==> src/hdl/btd_pkg.sv <==
package btd_pkg;

	localparam int TILE_W       = 64;
	localparam int TILE_H       = 16;
	localparam int MAX_TILES    = 64;
	localparam int PANO_H_LIMIT = 4096;

	// width of the shared adder: region end plus border and alignment stays below 2^14
	localparam int AW = 15;

	localparam logic [1:0] REG_PANO_WIDTH  = 2'd0;
	localparam logic [1:0] REG_PANO_HEIGHT = 2'd1;
	localparam logic [1:0] REG_BAND_COUNT  = 2'd2;

	typedef struct packed {
		logic [AW-1:0] res;
		logic          borrow;
	} alu_res_t;

	typedef struct packed {
		logic [5:0] last_col;
		logic       edge_h;
		logic       last;
	} tile_info_t;

endpackage

==> src/hdl/btd_if.sv <==
interface btd_req_if;
	logic        valid;
	logic        ready;
	logic [2:0]  level;
	logic [4:0]  camera_index;
	logic [12:0] region_left;
	logic [12:0] region_top;
	logic [12:0] region_right;
	logic [12:0] region_bottom;
	logic [7:0]  tile_row;

	modport source (output valid, level, camera_index, region_left, region_top,
		region_right, region_bottom, tile_row, input ready);
	modport sink (input valid, level, camera_index, region_left, region_top,
		region_right, region_bottom, tile_row, output ready);
endinterface

interface btd_tile_if;
	logic        valid;
	logic        ready;
	logic [4:0]  tile_camera;
	logic [11:0] tile_x;
	logic [11:0] tile_y;
	logic [5:0]  last_col;
	logic [3:0]  last_row;
	logic [3:0]  skip_cols;
	logic        edge_horizontal;
	logic        edge_vertical;
	logic        last_tile;

	modport source (output valid, tile_camera, tile_x, tile_y, last_col, last_row,
		skip_cols, edge_horizontal, edge_vertical, last_tile, input ready);
	modport sink (input valid, tile_camera, tile_x, tile_y, last_col, last_row,
		skip_cols, edge_horizontal, edge_vertical, last_tile, output ready);
endinterface

interface btd_cfg_if;
	logic        valid;
	logic        ready;
	logic [1:0]  index;
	logic [12:0] data;

	modport source (output valid, index, data, input ready);
	modport sink (input valid, index, data, output ready);
endinterface

==> src/hdl/btd_alu.sv <==
module btd_alu (
	input  logic [btd_pkg::AW-1:0] a,
	input  logic [btd_pkg::AW-1:0] b,
	input  logic                   sub,
	output btd_pkg::alu_res_t      y
);

	logic [btd_pkg::AW:0] sum;

	// a - b as a + ~b + 1; carry out set means no borrow
	assign sum = {1'b0, a} + {1'b0, b ^ {btd_pkg::AW{sub}}}
		+ {{btd_pkg::AW{1'b0}}, sub};

	assign y.res    = sum[btd_pkg::AW-1:0];
	assign y.borrow = sub ? ~sum[btd_pkg::AW] : sum[btd_pkg::AW];

endmodule

==> src/hdl/btd_desc.sv <==
module btd_desc #(
	parameter int XW = 13
) (
	input  logic [XW-1:0]        x,
	input  logic [XW-1:0]        ex,
	input  logic [XW-1:0]        wl,
	input  logic [5:0]           n,
	output logic [XW-1:0]        next_x,
	output btd_pkg::tile_info_t  info
);

	logic [XW-1:0] d;
	logic          wide;

	// x is below ex whenever a descriptor is formed
	assign d      = ex - x;
	assign wide   = d > XW'(btd_pkg::TILE_W);
	assign next_x = x + XW'(btd_pkg::TILE_W);

	assign info.last_col = wide ? 6'(btd_pkg::TILE_W - 1) : 6'(d - 1'b1);
	// wl is the panorama width scaled to the level, rounded up
	assign info.edge_h   = (x == '0) || (next_x >= wl);
	assign info.last     = !wide || (n == 6'(btd_pkg::MAX_TILES - 1));

endmodule

==> src/hdl/blend_tile_descriptor_generator.sv <==
// channel | dir | content                                   | transfer when
// cfg     | in  | register index, 13-bit data               | cfg.valid && cfg.ready
// req     | in  | level, camera, padded region, tile row    | req.valid && req.ready
// tile    | out | one 64x16 tile descriptor                 | tile.valid && tile.ready
//
// A request runs its setup on the one shared adder (grow, align, clip and
// scale both axes, row check, edge limits), then gives one descriptor per
// cycle unless tile is stalled, from a small per-tile stage: up to 64 per request.
// A row beyond the region ends at the row check with no descriptor.
// req.ready is high only between requests; cfg.ready is always high.
// Reset (arst_n low) restores the register defaults and empties the output register.
// A stalled tile channel holds the descriptor and pauses the tile loop.
module blend_tile_descriptor_generator #(
	parameter int MAX_PANO_WIDTH = 4096
) (
	input logic        clk,
	input logic        arst_n,
	btd_cfg_if.sink    cfg,
	btd_req_if.sink    req,
	btd_tile_if.source tile
);

	localparam int XW = $clog2(MAX_PANO_WIDTH + btd_pkg::TILE_W);
	localparam int AW = btd_pkg::AW;

	localparam logic [3:0] ST_IDLE = 4'd0;
	localparam logic [3:0] ST_SX   = 4'd1;
	localparam logic [3:0] ST_EX0  = 4'd2;
	localparam logic [3:0] ST_EX1  = 4'd3;
	localparam logic [3:0] ST_EX2  = 4'd4;
	localparam logic [3:0] ST_SY   = 4'd5;
	localparam logic [3:0] ST_EY0  = 4'd6;
	localparam logic [3:0] ST_EY1  = 4'd7;
	localparam logic [3:0] ST_EY2  = 4'd8;
	localparam logic [3:0] ST_Y    = 4'd9;
	localparam logic [3:0] ST_CH   = 4'd10;
	localparam logic [3:0] ST_WL   = 4'd11;
	localparam logic [3:0] ST_HL   = 4'd12;
	localparam logic [3:0] ST_EV   = 4'd13;
	localparam logic [3:0] ST_XC   = 4'd14;
	localparam logic [3:0] ST_EMIT = 4'd15;

	logic [3:0]  state_q;

	logic [12:0] pano_width_q;
	logic [12:0] pano_height_q;
	logic [3:0]  band_count_q;

	logic [2:0]  level_q;
	logic [4:0]  cam_q;
	logic [12:0] left_q;
	logic [12:0] top_q;
	logic [12:0] right_q;
	logic [12:0] bottom_q;
	logic [7:0]  row_q;

	logic [AW-1:0] e_q;
	logic [12:0]   sx_q;
	logic [XW-1:0] ex_q;
	logic [12:0]   sy_q;
	logic [12:0]   ey_q;
	logic [11:0]   y_q;
	logic [XW-1:0] wl_q;
	logic [3:0]    ch_q;
	logic          edge_v_q;
	logic [3:0]    skip_q;
	logic [XW-1:0] x_q;
	logic [5:0]    n_q;

	logic          o_valid_q;
	logic [4:0]    o_cam_q;
	logic [11:0]   o_x_q;
	logic [11:0]   o_y_q;
	logic [5:0]    o_last_col_q;
	logic [3:0]    o_last_row_q;
	logic [3:0]    o_skip_q;
	logic          o_edge_h_q;
	logic          o_edge_v_q;
	logic          o_last_q;

	logic [2:0]    bm1;
	logic [AW-1:0] align;
	logic [AW-1:0] border;
	logic [AW-1:0] bam1;
	logic [AW-1:0] mask;
	logic [AW-1:0] ru;
	logic [12:0]   w_eff;
	logic [12:0]   h_eff;
	logic [AW-1:0] w15;
	logic [AW-1:0] h15;
	logic [12:0]   sx_raw;
	logic [12:0]   x_start;

	logic [AW-1:0]       alu_a;
	logic [AW-1:0]       alu_b;
	logic                alu_sub;
	btd_pkg::alu_res_t   alu_y;
	logic [XW-1:0]       next_x;
	btd_pkg::tile_info_t info;
	logic                take;

	assign bm1    = (band_count_q == 4'd0) ? 3'd0 :
		(band_count_q > 4'd8) ? 3'd7 : 3'(band_count_q - 4'd1);
	assign align  = AW'(1) << bm1;
	assign border = align << 1;
	assign bam1   = border + align - AW'(1);
	assign mask   = ~(align - AW'(1));
	assign ru     = (AW'(1) << level_q) - AW'(1);

	assign w_eff = (pano_width_q > 13'(MAX_PANO_WIDTH)) ? 13'(MAX_PANO_WIDTH) : pano_width_q;
	assign h_eff = (pano_height_q > 13'(btd_pkg::PANO_H_LIMIT)) ?
		13'(btd_pkg::PANO_H_LIMIT) : pano_height_q;
	assign w15   = AW'(w_eff);
	assign h15   = AW'(h_eff);

	assign sx_raw  = alu_y.borrow ? 13'd0 : alu_y.res[12:0];
	assign x_start = sx_q & ~13'd15;

	always_comb begin
		alu_a   = '0;
		alu_b   = '0;
		alu_sub = 1'b0;
		unique case (state_q)
			ST_SX: begin
				alu_a   = AW'(left_q);
				alu_b   = border;
				alu_sub = 1'b1;
			end
			ST_EX0: begin
				alu_a = AW'(right_q);
				alu_b = bam1;
			end
			ST_EX1, ST_EY1: begin
				alu_a   = (state_q == ST_EX1) ? w15 : h15;
				alu_b   = e_q;
				alu_sub = 1'b1;
			end
			ST_EX2, ST_EY2: begin
				alu_a = e_q;
				alu_b = ru;
			end
			ST_SY: begin
				alu_a   = AW'(top_q);
				alu_b   = border;
				alu_sub = 1'b1;
			end
			ST_EY0: begin
				alu_a = AW'(bottom_q);
				alu_b = bam1;
			end
			ST_Y: begin
				alu_a = AW'(sy_q);
				alu_b = AW'({row_q, 4'b0000});
			end
			ST_CH: begin
				alu_a   = AW'(ey_q);
				alu_b   = e_q;
				alu_sub = 1'b1;
			end
			ST_WL: begin
				alu_a = w15;
				alu_b = ru;
			end
			ST_HL: begin
				alu_a = h15;
				alu_b = ru;
			end
			ST_EV: begin
				alu_a   = e_q;
				alu_b   = AW'(y_q);
				alu_sub = 1'b1;
			end
			ST_XC: begin
				alu_a   = AW'(ex_q);
				alu_b   = AW'(x_start);
				alu_sub = 1'b1;
			end
			default: begin
			end
		endcase
	end

	btd_alu u_alu (
		.a   (alu_a),
		.b   (alu_b),
		.sub (alu_sub),
		.y   (alu_y)
	);

	btd_desc #(
		.XW (XW)
	) u_desc (
		.x      (x_q),
		.ex     (ex_q),
		.wl     (wl_q),
		.n      (n_q),
		.next_x (next_x),
		.info   (info)
	);

	assign take = !o_valid_q || tile.ready;

	assign cfg.ready = 1'b1;
	assign req.ready = (state_q == ST_IDLE);

	always_ff @(posedge clk or negedge arst_n) begin
		if (!arst_n) begin
			pano_width_q  <= 13'd4096;
			pano_height_q <= 13'd2048;
			band_count_q  <= 4'd4;
		end else if (cfg.valid) begin
			unique case (cfg.index)
				btd_pkg::REG_PANO_WIDTH:  pano_width_q  <= cfg.data;
				btd_pkg::REG_PANO_HEIGHT: pano_height_q <= cfg.data;
				btd_pkg::REG_BAND_COUNT:  band_count_q  <= cfg.data[3:0];
				default: begin
				end
			endcase
		end
	end

	always_ff @(posedge clk or negedge arst_n) begin
		if (!arst_n) begin
			state_q   <= ST_IDLE;
			o_valid_q <= 1'b0;
		end else begin
			if (state_q == ST_EMIT && take) begin
				o_valid_q <= 1'b1;
			end else if (tile.ready) begin
				o_valid_q <= 1'b0;
			end
			unique case (state_q)
				ST_IDLE: begin
					if (req.valid) state_q <= ST_SX;
				end
				ST_CH: begin
					// empty row: the scaled start row plus the tile row offset is at or past the end
					if (alu_y.borrow || alu_y.res == '0) state_q <= ST_IDLE;
					else state_q <= ST_WL;
				end
				ST_XC: begin
					if (alu_y.borrow || alu_y.res == '0) state_q <= ST_IDLE;
					else state_q <= ST_EMIT;
				end
				ST_EMIT: begin
					if (take && info.last) state_q <= ST_IDLE;
				end
				default: state_q <= state_q + 4'd1;
			endcase
		end
	end

	always_ff @(posedge clk) begin
		if (req.valid && req.ready) begin
			level_q  <= req.level;
			cam_q    <= req.camera_index;
			left_q   <= req.region_left;
			top_q    <= req.region_top;
			right_q  <= req.region_right;
			bottom_q <= req.region_bottom;
			row_q    <= req.tile_row;
		end
		case (state_q)
			ST_SX: sx_q <= 13'((sx_raw & mask[12:0]) >> level_q);
			ST_EX0, ST_EY0: e_q <= alu_y.res & mask;
			ST_EX1: begin
				if (alu_y.borrow) e_q <= w15;
			end
			ST_EY1: begin
				if (alu_y.borrow) e_q <= h15;
			end
			ST_EX2: ex_q <= XW'(alu_y.res >> level_q);
			ST_SY: sy_q <= 13'((sx_raw & mask[12:0]) >> level_q);
			ST_EY2: ey_q <= 13'(alu_y.res >> level_q);
			ST_Y: e_q <= alu_y.res;
			ST_CH: begin
				ch_q <= (alu_y.res > AW'(btd_pkg::TILE_H)) ? 4'(btd_pkg::TILE_H - 1) :
					4'(alu_y.res - AW'(1));
				y_q  <= e_q[11:0];
			end
			ST_WL: wl_q <= XW'(alu_y.res >> level_q);
			ST_HL: e_q <= alu_y.res >> level_q;
			ST_EV: begin
				// y + 16 reaches the scaled height when that height minus y is 16 or less
				edge_v_q <= (y_q == 12'd0) || alu_y.borrow || (alu_y.res <= AW'(btd_pkg::TILE_H));
			end
			ST_XC: begin
				x_q    <= XW'(x_start);
				n_q    <= 6'd0;
				skip_q <= sx_q[3:0];
			end
			ST_EMIT: begin
				if (take) begin
					o_cam_q      <= cam_q;
					o_x_q        <= 12'(x_q);
					o_y_q        <= y_q;
					o_last_col_q <= info.last_col;
					o_last_row_q <= ch_q;
					o_skip_q     <= (n_q == 6'd0) ? skip_q : 4'd0;
					o_edge_h_q   <= info.edge_h;
					o_edge_v_q   <= edge_v_q;
					o_last_q     <= info.last;
					x_q          <= next_x;
					n_q          <= n_q + 6'd1;
				end
			end
			default: begin
			end
		endcase
	end

	assign tile.valid           = o_valid_q;
	assign tile.tile_camera     = o_cam_q;
	assign tile.tile_x          = o_x_q;
	assign tile.tile_y          = o_y_q;
	assign tile.last_col        = o_last_col_q;
	assign tile.last_row        = o_last_row_q;
	assign tile.skip_cols       = o_skip_q;
	assign tile.edge_horizontal = o_edge_h_q;
	assign tile.edge_vertical   = o_edge_v_q;
	assign tile.last_tile       = o_last_q;

endmodule

==> src/flat_wrapper.sv <==
// flat-port wrapper written by rule: the top's interface ports become plain ports
module blend_tile_descriptor_generator_flat 
#(
	parameter int MAX_PANO_WIDTH = 4096
)
  (clk, arst_n, cfg_valid, cfg_index, cfg_data, cfg_ready, req_valid, req_level, req_camera_index, req_region_left, req_region_top, req_region_right, req_region_bottom, req_tile_row, req_ready, tile_valid, tile_tile_camera, tile_tile_x, tile_tile_y, tile_last_col, tile_last_row, tile_skip_cols, tile_edge_horizontal, tile_edge_vertical, tile_last_tile, tile_ready);
  btd_cfg_if cfg_i ();
  btd_req_if req_i ();
  btd_tile_if tile_i ();
  input logic clk;
  input logic arst_n;
  input wire logic [$bits(cfg_i.valid)-1:0] cfg_valid;
  input wire logic [$bits(cfg_i.index)-1:0] cfg_index;
  input wire logic [$bits(cfg_i.data)-1:0] cfg_data;
  output wire logic [$bits(cfg_i.ready)-1:0] cfg_ready;
  input wire logic [$bits(req_i.valid)-1:0] req_valid;
  input wire logic [$bits(req_i.level)-1:0] req_level;
  input wire logic [$bits(req_i.camera_index)-1:0] req_camera_index;
  input wire logic [$bits(req_i.region_left)-1:0] req_region_left;
  input wire logic [$bits(req_i.region_top)-1:0] req_region_top;
  input wire logic [$bits(req_i.region_right)-1:0] req_region_right;
  input wire logic [$bits(req_i.region_bottom)-1:0] req_region_bottom;
  input wire logic [$bits(req_i.tile_row)-1:0] req_tile_row;
  output wire logic [$bits(req_i.ready)-1:0] req_ready;
  output wire logic [$bits(tile_i.valid)-1:0] tile_valid;
  output wire logic [$bits(tile_i.tile_camera)-1:0] tile_tile_camera;
  output wire logic [$bits(tile_i.tile_x)-1:0] tile_tile_x;
  output wire logic [$bits(tile_i.tile_y)-1:0] tile_tile_y;
  output wire logic [$bits(tile_i.last_col)-1:0] tile_last_col;
  output wire logic [$bits(tile_i.last_row)-1:0] tile_last_row;
  output wire logic [$bits(tile_i.skip_cols)-1:0] tile_skip_cols;
  output wire logic [$bits(tile_i.edge_horizontal)-1:0] tile_edge_horizontal;
  output wire logic [$bits(tile_i.edge_vertical)-1:0] tile_edge_vertical;
  output wire logic [$bits(tile_i.last_tile)-1:0] tile_last_tile;
  input wire logic [$bits(tile_i.ready)-1:0] tile_ready;
  assign cfg_i.valid = cfg_valid;
  assign cfg_i.index = cfg_index;
  assign cfg_i.data = cfg_data;
  assign cfg_ready = cfg_i.ready;
  assign req_i.valid = req_valid;
  assign req_i.level = req_level;
  assign req_i.camera_index = req_camera_index;
  assign req_i.region_left = req_region_left;
  assign req_i.region_top = req_region_top;
  assign req_i.region_right = req_region_right;
  assign req_i.region_bottom = req_region_bottom;
  assign req_i.tile_row = req_tile_row;
  assign req_ready = req_i.ready;
  assign tile_valid = tile_i.valid;
  assign tile_tile_camera = tile_i.tile_camera;
  assign tile_tile_x = tile_i.tile_x;
  assign tile_tile_y = tile_i.tile_y;
  assign tile_last_col = tile_i.last_col;
  assign tile_last_row = tile_i.last_row;
  assign tile_skip_cols = tile_i.skip_cols;
  assign tile_edge_horizontal = tile_i.edge_horizontal;
  assign tile_edge_vertical = tile_i.edge_vertical;
  assign tile_last_tile = tile_i.last_tile;
  assign tile_i.ready = tile_ready;
  blend_tile_descriptor_generator #(.MAX_PANO_WIDTH(MAX_PANO_WIDTH)) u_core (.clk(clk), .arst_n(arst_n), .cfg(cfg_i), .req(req_i), .tile(tile_i));
endmodule
==> config.mk <==
export PLATFORM = sky130hd
export DESIGN_NAME = blend_tile_descriptor_generator_flat
export DESIGN_NICKNAME = d
export VERILOG_FILES = /design/src/hdl/btd_pkg.sv /design/src/hdl/btd_if.sv /design/src/hdl/btd_alu.sv /design/src/hdl/btd_desc.sv /design/src/hdl/blend_tile_descriptor_generator.sv /design/src/flat_wrapper.sv
export SDC_FILE = /design/constraint.sdc
export NUM_CORES = 1
export LEC_CHECK = 0
export BUFFER_PORTS_ARGS = -buffer_cell sky130_fd_sc_hd__buf_2
export CORE_AREA = 2 2 199 143
export CTS_CLUSTER_SIZE = 25
export DETAILED_ROUTE_END_ITERATION = 16
export DIE_AREA = 0 0 201 145
export PLACE_DENSITY = 0.83
export SYNTH_ARGS = -nofsm -noshare
export SYNTH_HDL_FRONTEND = slang
export SYNTH_SLANG_ARGS = --single-unit
==> constraint.sdc <==
create_clock -name clk -period 6.9 [get_ports clk]
set_clock_uncertainty 0.15 [all_clocks]
set_input_delay 0 -clock clk [delete_from_list [all_inputs] [get_ports clk]]
set_output_delay 0 -clock clk [all_outputs]
set_load 0.02 [all_outputs]
==> summary.txt <==
Status
  • Status: finished clean

Synthesis
  • Primary FF master, synth: edfxtp_1
  • Warning count from the yosys run: 0
  • Post-synthesis sequential area ratio: 51.9%
  • Syn Inst Count: 1304
  • EDFF count, synth: around 230
  • Synthesized area: approximately 0.015 sq mm
  • Mean post-synth cell area: 11.3 sq um
  • Ys async rst share: 13.4%
  • #FFs+latches synth: around 260
  • Synth unique cells: 93
  • Top-area cell type share of the netlist area: 46.0%
  • Largest area contributor in the netlist: edfxtp_1
  • Ranking of synthesized cells by area: edfxtp_1 46%, dfrtp_1 5.4%, ha_1 5.1%

Worst setup path
  • Worst setup SP type: flip-flop
  • CP required: around 7000 ps
  • Critical path arrival: roughly 6700 ps
  • CP endpoint kind: flip-flop
  • WS Path Type: reg2reg
  • Largest fanout on the critical path: 14

Die
  • Std-Cell Core Area: around 0.027 sq mm
  • Initial Utilization: a little over half
  • Num ports: around 140
  • Cell row count: 51
  • Die Ht: 145 um
  • Die area: 0.0291 sq mm
  • Die W: 201 um

Timing
  • Final setup vio count: 0
  • Worst-Margin Slew: between 1000 and 1500 ps
  • Hold_ws: 19.2 ps
  • Final Hold Viols: 0
  • Setup TNS: 0 ps
  • Post-layout min period: 6630 ps
  • Tcrit/Tclk final: 96.1%
  • Final Max Slew Viols: 0
  • Max-slew headroom: between 10% and 20%
  • F_max: 151 MHz

Cells and area
  • Ant diodes: 0
  • Layout area overhead: 22.8%
  • # fillers: 2020
  • Final nets: around 1700
  • Share of layout cells above drive strength 1: a little under a quarter
  • Finished Layout Cells: between 1500 and 2000

Global routing
  • Gr ovfl total: 0
  • Number of global-route vias before repair: 12300
  • GRT Overall Usage: 38.1%
  • Initial antenna violation count: 0
  • Largest net degree at the start of global routing: just under 70
  • Global-route wire length before repair: between 80000 and 90000 um

CTS
  • Clock Pin Slew Worst Setup and Hold Paths: around 60 ps
  • Worst-skew pair later-pin latency: about 540 ps
  • CTS root buf: clkbuf_16
  • Clock Path Buffers: 3
  • CTS H-tree depth: 1
  • Clock tree from TritonCTS: done
  • CTS Buf Count: 25
  • CTS Sinks: ~260

Routing
  • DR vias/cell: roughly 6.5
  • Drt wl/cell: roughly 28 um
  • DRT antenna net count: 0
  • Detailed-route via count: approximately 13000
  • Routed WL: around 56000 um
  • DRC: 0
  • Drt pass-1 iters: 8
  • First DRT Iteration DRCs: ~2000

Place
  • Port bufs: 131
  • Cell count after placement: approximately 1800
  • Final GP Congestion: 1.03
  • HPWL after detailed placement: between 40000 and 50000 um

Min path
  • Hold WC Path Type: in2reg

Job
  • MaxCap Viol Count: 0
state kept, by name, indices dropped and copies added (netlist names), 13 cells and up:
signal,flops
u_core.sx_q,13
u_core.pano_height_q,13
u_core.left_q,13
u_core.e_q,15
u_core.right_q,13
u_core.pano_width_q,13
u_core.wl_q,13
u_core.top_q,13
u_core.ex_q,13
u_core.ey_q,13
u_core.bottom_q,13
u_core.sy_q,13
worst max-delay path, stage by stage, from the launching register on:
cell	delay [ps]
dfstp_2	690
xor2_1	130
or3_1	360
inv_1	100
nand2_1	130
ha_1	310
inv_1	40
ha_1	310
a21o_1	130
a21oi_2	70
o21bai_1	180
a21oi_2	90
o21bai_1	160
a211oi_1	90
nor2_1	330
nand3_1	160
xnor2_1	350
ha_1	360
a21oi_1	220
o21ai_0	220
nor4_1	210
o21ai_0	150
o211a_1	230
or3_1	440
a211oi_2	580
nand2_1	110
layout by cell type (no fill, tap or decap), types with 52 or more instances in the layout:
cell and n:
edfxtp_1 226, buf_2 131, nand2_1 124, buf_4 102, dlygate4sd3_1 93, nor2_1 70
inv_1 67, ha_1 58, a21oi_1 55, o21ai_0 52
final timing paths:
kind / from / end / slack, ps / depth (start not counted)
hold reg to reg: u_core.edge_v_q / u_core.tile.edge_vertical / 270 / 0
setup / recovery: u_core.band_count_q[2] / u_core.ch_q[1] / 270 / 25
setup reg to reg: u_core.band_count_q[2] / u_core.ch_q[1] / 270 / 25
max in group asynchronous: arst_n / u_core.state_q[2] / 5890 / 4
min in group asynchronous: arst_n / u_core.pano_height_q[11] / 480 / 3
hold / removal: req_region_right[3] / u_core.right_q[3] / 20 / 2
per-layer routing:
metal	vias up	wire length (um)	track usage, %
li1	5569	-	-
met1	6330	23800	58.3
met2	965	23100	54.3
met3	107	7840	10.1
met4	0	1360	7.96
met5	-	0	0
through the flow:
step,worst slack (ps),instance area (sq um),utilization [%]
2_1_floorplan,47.9,14800,-
5_1_grt,-0.546,18100,66.5
6_report,269,18100,66.5
3_5_place_dp,109,16400,60.1
3_3_place_gp,335,16400,60.1
4_1_cts,20.0,18100,66.3
synthesized netlist by cell type, drive strengths merged (10+ instances only):
library cell and n:
a221o 13, inv 68, buf 19, nor4 14, nand4 10, a22oi 26
xor2 20, ha 60, a221oi 13, nand2 125, mux2i 19, xnor2 30
a21o 18, o211ai 16, a222oi 12, dfrtp 32, nand3b 13, nand3 36
nor2 73, nor3 17, and3 16, nor2b 10, edfxtp 226, a21oi 58
a22o 14, a31oi 11, nand2b 15, mux2 38, mux4 12, and2 23
clkbuf 50, o21ai 59
kinds of logic after synthesis:
family | share of synthesized area [%]
compound gates | 17.0
xor+xnor | 2.97
fa+ha+maj | 5.49
buf+inv | 3.72
flops | 51.9
mux | 6.02
other cells | 0.0509
simple gates | 12.8
final cells by class:
type / count / area, sq um / share of cell area [%]
clock inverter: 12 / 63.8 / 0.352
clock buffer: 33 / 666 / 3.67
sequential: 261 / 7670 / 42.3
inverter: 68 / 255 / 1.41
timing repair buffer: 327 / 2370 / 13.1
multi-input combinational: 909 / 6640 / 36.6
tap: 371 / 464 / 2.56
timing repair:
item / CTS / global route
resized for setup: 0 / 15
hold buffers: 94 / 0
setup endpoints to repair: 0 / 99
endpoints found under the hold margin: 135 / 0
buffers inserted: 0 / 1
Power is not shown: default switching activity piles up to over one toggle a cycle in this logic, so the estimate is an artifact.
